`src/lpcd_pkg.sv`:
```
// ----------------------------------------------------------------------------
// lpcd_pkg
// Shared widths, register codes, reset values and stage bundles for the
// line pair corner detector.
// ----------------------------------------------------------------------------
package lpcd_pkg;

    localparam int COORD_W   = 16;
    localparam int DIR_FRAC  = 14;
    localparam int G_W       = 16;
    localparam int REG_W     = 16;
    localparam int OUT_DIR_W = 16;
    localparam int T_FRAC    = 16;
    localparam int EA_SH     = 20;

    localparam int N_W    = COORD_W + 1;
    localparam int PROD_W = 2 * N_W;
    localparam int CR_W   = PROD_W + 1;
    localparam int L2_W   = PROD_W;
    localparam int TNA_W  = CR_W + N_W;

    localparam int SQ_IN_W = L2_W + T_FRAC;
    localparam int SQ_W    = SQ_IN_W / 2;
    localparam int SQ_LAT  = SQ_W;

    localparam int DV_MAG_W  = TNA_W;
    localparam int DV_NUM_W  = DV_MAG_W + 1;
    localparam int DV_DMAG_W = CR_W;
    localparam int DV_DEN_W  = CR_W + 1;
    localparam int DV_LAT    = DV_MAG_W + 2;

    localparam int NR_W  = DV_NUM_W + 2;
    localparam int U_W   = DIR_FRAC + 3;
    localparam int DOT_W = 2 * U_W + 1;
    localparam int GP_W  = G_W + U_W + 1;
    localparam int CS_W  = DV_NUM_W + 1;

    localparam int NUM_STG = 5 + SQ_LAT + DV_LAT + 3;

    localparam int CFG_IDX_W = 3;

    typedef enum logic [CFG_IDX_W-1:0] {
        CFG_ACUTE_LO  = 3'd0,
        CFG_ACUTE_HI  = 3'd1,
        CFG_OBTUSE_LO = 3'd2,
        CFG_OBTUSE_HI = 3'd3,
        CFG_TOL       = 3'd4
    } t_cfg_idx;

    localparam logic signed [REG_W-1:0] RST_ACUTE_LO  = 16'sd0;
    localparam logic signed [REG_W-1:0] RST_ACUTE_HI  = 16'sd4240;
    localparam logic signed [REG_W-1:0] RST_OBTUSE_LO = -16'sd4240;
    localparam logic signed [REG_W-1:0] RST_OBTUSE_HI = 16'sd0;
    localparam logic [REG_W-1:0]        RST_TOL       = 16'd512;

    typedef struct packed {
        logic signed [COORD_W-1:0] ax0;
        logic signed [COORD_W-1:0] ay0;
        logic signed [N_W-1:0]     nax;
        logic signed [N_W-1:0]     nay;
        logic signed [N_W-1:0]     nbx;
        logic signed [N_W-1:0]     nby;
        logic signed [G_W-1:0]     gax;
        logic signed [G_W-1:0]     gay;
        logic signed [G_W-1:0]     gbx;
        logic signed [G_W-1:0]     gby;
        logic signed [CR_W-1:0]    cr;
        logic signed [CR_W-1:0]    tn;
        logic signed [CR_W-1:0]    pn;
        logic signed [TNA_W-1:0]   tnax;
        logic signed [TNA_W-1:0]   tnay;
        logic                      degen;
    } t_geo;

    typedef struct packed {
        logic signed [COORD_W-1:0] ax0;
        logic signed [COORD_W-1:0] ay0;
        logic signed [G_W-1:0]     gax;
        logic signed [G_W-1:0]     gay;
        logic signed [G_W-1:0]     gbx;
        logic signed [G_W-1:0]     gby;
        logic                      cr_neg;
        logic                      degen;
    } t_tail;

endpackage

```
`src/lpcd_sqrt.sv`:
```
// ----------------------------------------------------------------------------
// lpcd_sqrt
// Pipelined integer square root, one result bit per stage, floor result.
// ----------------------------------------------------------------------------
module lpcd_sqrt (
    input  logic                         i_clk,
    input  logic                         i_en,
    input  logic [lpcd_pkg::SQ_IN_W-1:0] i_val,
    output logic [lpcd_pkg::SQ_W-1:0]    o_root
);
    import lpcd_pkg::*;

    logic [SQ_W+1:0]    r_rem  [SQ_W];
    logic [SQ_W-1:0]    r_root [SQ_W];
    logic [SQ_IN_W-1:0] r_val  [SQ_W];

    logic [SQ_W+1:0]    w_rem_in  [SQ_W];
    logic [SQ_W-1:0]    w_root_in [SQ_W];
    logic [SQ_IN_W-1:0] w_val_in  [SQ_W];
    logic [SQ_W+3:0]    w_sh      [SQ_W];
    logic [SQ_W+3:0]    w_trial   [SQ_W];
    logic               w_ge      [SQ_W];
    logic [SQ_W+3:0]    w_df      [SQ_W];

    always_comb begin
        for (int k = 0; k < SQ_W; k++) begin
            if (k == 0) begin
                w_rem_in[k]  = '0;
                w_root_in[k] = '0;
                w_val_in[k]  = i_val;
            end else begin
                w_rem_in[k]  = r_rem[k-1];
                w_root_in[k] = r_root[k-1];
                w_val_in[k]  = r_val[k-1];
            end
            w_sh[k]    = {w_rem_in[k], w_val_in[k][SQ_IN_W-1 -: 2]};
            w_trial[k] = {2'b00, w_root_in[k], 2'b01};
            w_ge[k]    = (w_sh[k] >= w_trial[k]);
            w_df[k]    = w_ge[k] ? (w_sh[k] - w_trial[k]) : w_sh[k];
        end
    end

    always_ff @(posedge i_clk) begin
        if (i_en) begin
            for (int k = 0; k < SQ_W; k++) begin
                r_rem[k]  <= w_df[k][SQ_W+1:0];
                r_root[k] <= {w_root_in[k][SQ_W-2:0], w_ge[k]};
                r_val[k]  <= {w_val_in[k][SQ_IN_W-3:0], 2'b00};
            end
        end
    end

    assign o_root = r_root[SQ_W-1];

endmodule

```
`config.mk`:
```
export PLATFORM = sky130hd
export DESIGN_NAME = lpcd_sqrt
export DESIGN_NICKNAME = d
export VERILOG_FILES = /design/src/lpcd_pkg.sv /design/src/lpcd_sqrt.sv
export SDC_FILE = /design/constraint.sdc
export NUM_CORES = 2
export LEC_CHECK = 0
export CORE_ASPECT_RATIO = 1.2
export CORE_MARGIN = 2
export CORE_UTILIZATION = 54
export DETAILED_ROUTE_END_ITERATION = 12
export DONT_BUFFER_PORTS = 1
export PLACE_DENSITY = 0.69
export SYNTH_ARGS = -nofsm -noshare
export SYNTH_HDL_FRONTEND = slang
export SYNTH_SLANG_ARGS = --single-unit
```
`constraint.sdc`:
```
create_clock -name i_clk -period 3.9 [get_ports i_clk]
set_input_delay 0.78 -clock i_clk [delete_from_list [all_inputs] [get_ports i_clk]]
set_output_delay 0.78 -clock i_clk [all_outputs]
set_load 0.01 [all_outputs]
```
==> reports/qor.tcl <==
set qor(drt-wirelength-per-cell_um) 18.2
set qor(fillCellCount) 10234
set qor(cts_tree) {yes}
set qor(drt_iter0_drc) 2766
set qor(outcome) {complete, but fails checks}
set qor(io_pins) 77
set qor(grt_pass1_vias) 41260
set qor(global_route.usage.met1_pct) 23.4
set qor(maxClockFrequency_mhz) 283
set qor(ant_nets) 0
set qor(leakage_nw) 30.0
set qor(coreArea_um2) 132000
set qor(hold_class) {input port to register}
set qor(final_layout_size_suffix_gt1_share_pct) 7.17
set qor(wirelength_um) 138000
set qor(final_cells) 7565
set qor(setup_crit_end_kind) {register}
set qor(yosysUniqueCellTypes) 86
set qor(remaining_drc_errors) 0
set qor(io_buffer_count) 0
set qor(start_util_pct) 54.5
set qor(num_rows) 146
set qor(hold_path_end) {r_val[0][26]}
set qor(max_slew.worst_pin.slew_ns) 1.65
set qor(synth-seq-cells) 1536
set qor(worst-setup-path-type) {register to register}
set qor(grt_first_pass_wirelength_um) 215000
set qor(clock_tree.root_cell) {sky130_fd_sc_hd__clkbuf_16}
set qor(clock_sink_count) 1536
set qor(cp-start-kind) {register}
set qor(post_synth.cell_area_avg_um2) 12.9
set qor(detailedPlace.worstSlack_ns) 0.404
set qor(finalCriticalPeriod_ns) 3.53
set qor(rsz0062_at_grt) {no}
set qor(clk-insertion-delay-late_ns) 0.79
set qor(finish.net_count) 6067
set qor(postSynthCellCount) 5572
set qor(setup_ws_ns) 0.366
set qor(violations) {max-slew violations}
set qor(via_count) 42184
set qor(synthesis_to_layout_area_growth_pct) 10.4
set qor(clock_input_transition_at_the_sequential_cells_of_the_worst_setup_and_hold_paths_ns) 0.06
set qor(insertedDiodeCount) 0
set qor(hold_buffers) 0
set qor(setup_total_negative_slack_ns) 0
set qor(die_width_um) 337
set qor(grt-ovfl-total) 0
set qor(min_from) {i_val[26]}
set qor(cts.htree.levels) 4
set qor(grt_max_degree) 1537
set qor(syn_std_cell_area_um2) 72000
set qor(place_congestion) 0.931
set qor(drv_cap) 0
set qor(worstPathMaxFanout) 10
set qor(final_hold_viol_count) 0
set qor(seq_total_area_yosys_pct) 64.1
set qor(grt_util_all_layers_pct) 20.0
set qor(yosysWarnings) 0
set qor(met3_use_gr_pct) 2.97
set qor(timing.max_slew.rel_slack_pct) -9.87
set qor(depth_of_the_most_critical_reg_to_reg_path) 11
set qor(async_reset_ff_share_pct) 0
set qor(die_height_um) 404
set qor(final.period_utilization_pct) 90.6
set qor(vias_per_cell) 5.58
set qor(top_usage_layer) {met2}
set qor(cts_inserted_buffers) 154
set qor(setup.reg_to_reg.worst_slack_ns) 0.37
set qor(endpoint_required_time_on_the_critical_path_ns) 4.46
set qor(max-vdd-ir-drop_mv) 0.400
set qor(post-layout-total-power_mw) 44.9
set qor(yosys-top-cells-area) {sky130_fd_sc_hd__edfxtp_1 (64%), sky130_fd_sc_hd__ha_1 (6.1%), sky130_fd_sc_hd__xnor2_1 (3.3%), sky130_fd_sc_hd__xor2_1 (2.8%), sky130_fd_sc_hd__inv_1 (2.3%)}
set qor(worst_r2r_endpoint) {r_rem[1][45]}
set qor(synth_enable_flop_cells) 1536
set qor(syn_nets) 5976
set qor(slew_viol_final) 198
set qor(clock_tree.buffer_depth) 3
set qor(groute.layer.met2.usage_pct) 35.4
set qor(main_synth_ff_type) {sky130_fd_sc_hd__edfxtp_1}
set qor(whs_path_cells) 0
set qor(firstDrtPassIters) 6
set qor(arrival_ns) 4.09
set qor(hpwl_um) 95500
set qor(synth_top_cell_area_share_pct) 64.1
set qor(r2r-start) {r_root[0][200]}
set qor(dpl.cell_count) 7276
set qor(die_area_um2) 136000
set qor(cts_setup_buffers) 0
set qor(clock_skew_ns) 0.0366
set qor(cts_resized) 0
set qor(power_density_nw_per_um2) 565
set qor(setup_viol_count_final) 0
set qor(synth_top_area_cell) {sky130_fd_sc_hd__edfxtp_1}
set qor(antenna_found_initial) 0
==> layout make-up <==
type	instances	area, um2	share of cell area (%)
clock buffers	181	4080	5.14
clock inverters	101	1040	1.31
inverters	441	1660	2.08
multi-input cells	3464	23600	29.8
flip-flops and latches	1536	46100	58.1
well taps	1776	2220	2.80
repair buffers	66	686	0.863
==> flip-flops by register name, summed over array words and instances, names as in the netlist <==
signal  flops
r_rem     611
r_root    325
r_val     600
==> cell usage after synthesis, types with 10 or more instances <==
cell type and n:
sky130_fd_sc_hd__or4_1 40, sky130_fd_sc_hd__o211ai_1 29, sky130_fd_sc_hd__xor2_1 226, sky130_fd_sc_hd__or3_1 53
sky130_fd_sc_hd__o21a_1 61, sky130_fd_sc_hd__nand4b_1 14, sky130_fd_sc_hd__nor3_1 129, sky130_fd_sc_hd__o31ai_1 31
sky130_fd_sc_hd__clkbuf_1 94, sky130_fd_sc_hd__a21oi_1 298, sky130_fd_sc_hd__inv_1 441, sky130_fd_sc_hd__nor2b_1 56
sky130_fd_sc_hd__mux2_2 41, sky130_fd_sc_hd__nand2b_1 64, sky130_fd_sc_hd__o21ai_0 318, sky130_fd_sc_hd__and4_1 12
sky130_fd_sc_hd__nand3_1 105, sky130_fd_sc_hd__nor4b_1 10, sky130_fd_sc_hd__and2_1 26, sky130_fd_sc_hd__or2_2 35
sky130_fd_sc_hd__nor2_1 301, sky130_fd_sc_hd__a2111oi_0 11, sky130_fd_sc_hd__ha_1 352, sky130_fd_sc_hd__o41ai_1 15
sky130_fd_sc_hd__a211o_1 14, sky130_fd_sc_hd__and3_1 39, sky130_fd_sc_hd__a211oi_1 40, sky130_fd_sc_hd__edfxtp_1 1536
sky130_fd_sc_hd__a21o_1 97, sky130_fd_sc_hd__buf_4 26, sky130_fd_sc_hd__xnor2_1 273, sky130_fd_sc_hd__a21boi_0 10
sky130_fd_sc_hd__nand3b_1 29, sky130_fd_sc_hd__o21bai_1 28, sky130_fd_sc_hd__o31a_1 12, sky130_fd_sc_hd__a31oi_1 26
sky130_fd_sc_hd__nand4_1 56, sky130_fd_sc_hd__nand2_1 399, sky130_fd_sc_hd__nor4_1 86
==> where the power goes <==
part	internal, mW	switching [mW]
registers	20.7	1.25
logic	3.40	4.71
clock network	8.61	6.19
==> worst max path at each step <==
stage | endpoint | cells after the start | start | slack, ns
global placement | r_rem[2][155] | 9 | r_rem[2][110] | 0.41
floorplan | r_rem[2][31] | 9 | r_rem[2][2] | 0.83
global route | r_rem[2][131] | 11 | r_root[1][76] | 0.16
CTS | r_rem[2][155] | 9 | r_rem[2][110] | 0.38
finish | r_rem[1][45] | 11 | r_root[0][200] | 0.37
detailed placement | r_rem[2][155] | 9 | r_rem[2][110] | 0.40
==> cells in the final DEF (no fill, tap or decap), types with 55 or more instances in the layout <==
cell type	count
sky130_fd_sc_hd__edfxtp_1	1536
sky130_fd_sc_hd__inv_1	441
sky130_fd_sc_hd__nand2_1	399
sky130_fd_sc_hd__ha_1	352
sky130_fd_sc_hd__o21ai_0	318
sky130_fd_sc_hd__nor2_1	299
sky130_fd_sc_hd__a21oi_1	297
sky130_fd_sc_hd__xnor2_1	273
sky130_fd_sc_hd__xor2_1	226
sky130_fd_sc_hd__clkbuf_16	160
sky130_fd_sc_hd__nor3_1	128
sky130_fd_sc_hd__nand3_1	105
sky130_fd_sc_hd__a21o_1	97
sky130_fd_sc_hd__nor4_1	86
sky130_fd_sc_hd__nand2b_1	64
sky130_fd_sc_hd__o21a_1	61
sky130_fd_sc_hd__nand4_1	56
sky130_fd_sc_hd__nor2b_1	56
sky130_fd_sc_hd__buf_4	55
==> cells by family after synthesis <==
family / share of synthesized area (%)
other: 0.00521
AOI/OAI and AO/OA: 9.35
DFF: 64.1
xor gates and xnor gates: 6.10
muxes: 0.767
and+or+nand+nor: 10.4
adders and majority gates: 6.12
buffers and inverters: 3.13
==> layer usage <==
metal  part of all wire, %  wire, um
met4                   5.0      6880
met1                    40     54900
met5                     0         0
met3                   3.9      5310
met2                    51     70500
==> critical path, stage by stage, from the launching register on <==
cell,delay [ns]
sky130_fd_sc_hd__edfxtp_1,0.36
sky130_fd_sc_hd__inv_1,0.05
sky130_fd_sc_hd__ha_1,0.34
sky130_fd_sc_hd__o21a_1,0.14
sky130_fd_sc_hd__or4_1,0.45
sky130_fd_sc_hd__and3b_1,0.19
sky130_fd_sc_hd__o21ai_0,0.41
sky130_fd_sc_hd__and3_1,0.54
sky130_fd_sc_hd__inv_1,0.16
sky130_fd_sc_hd__and4b_1,0.30
sky130_fd_sc_hd__nand3b_1,0.13
sky130_fd_sc_hd__xnor2_1,0.22
==> through the flow <==
stage	hold WS, ns	utilization (%)	cell area [um2]
detailed placement	0.405	56.1	74100
CTS	0.00780	60.0	79300
floorplan	0.400	-	72000
global route	0.0330	60.2	79500
finish	0.0821	60.2	79500
global placement	0.400	56.1	74100
No activity file was read; power rests on OpenSTA's default activity.
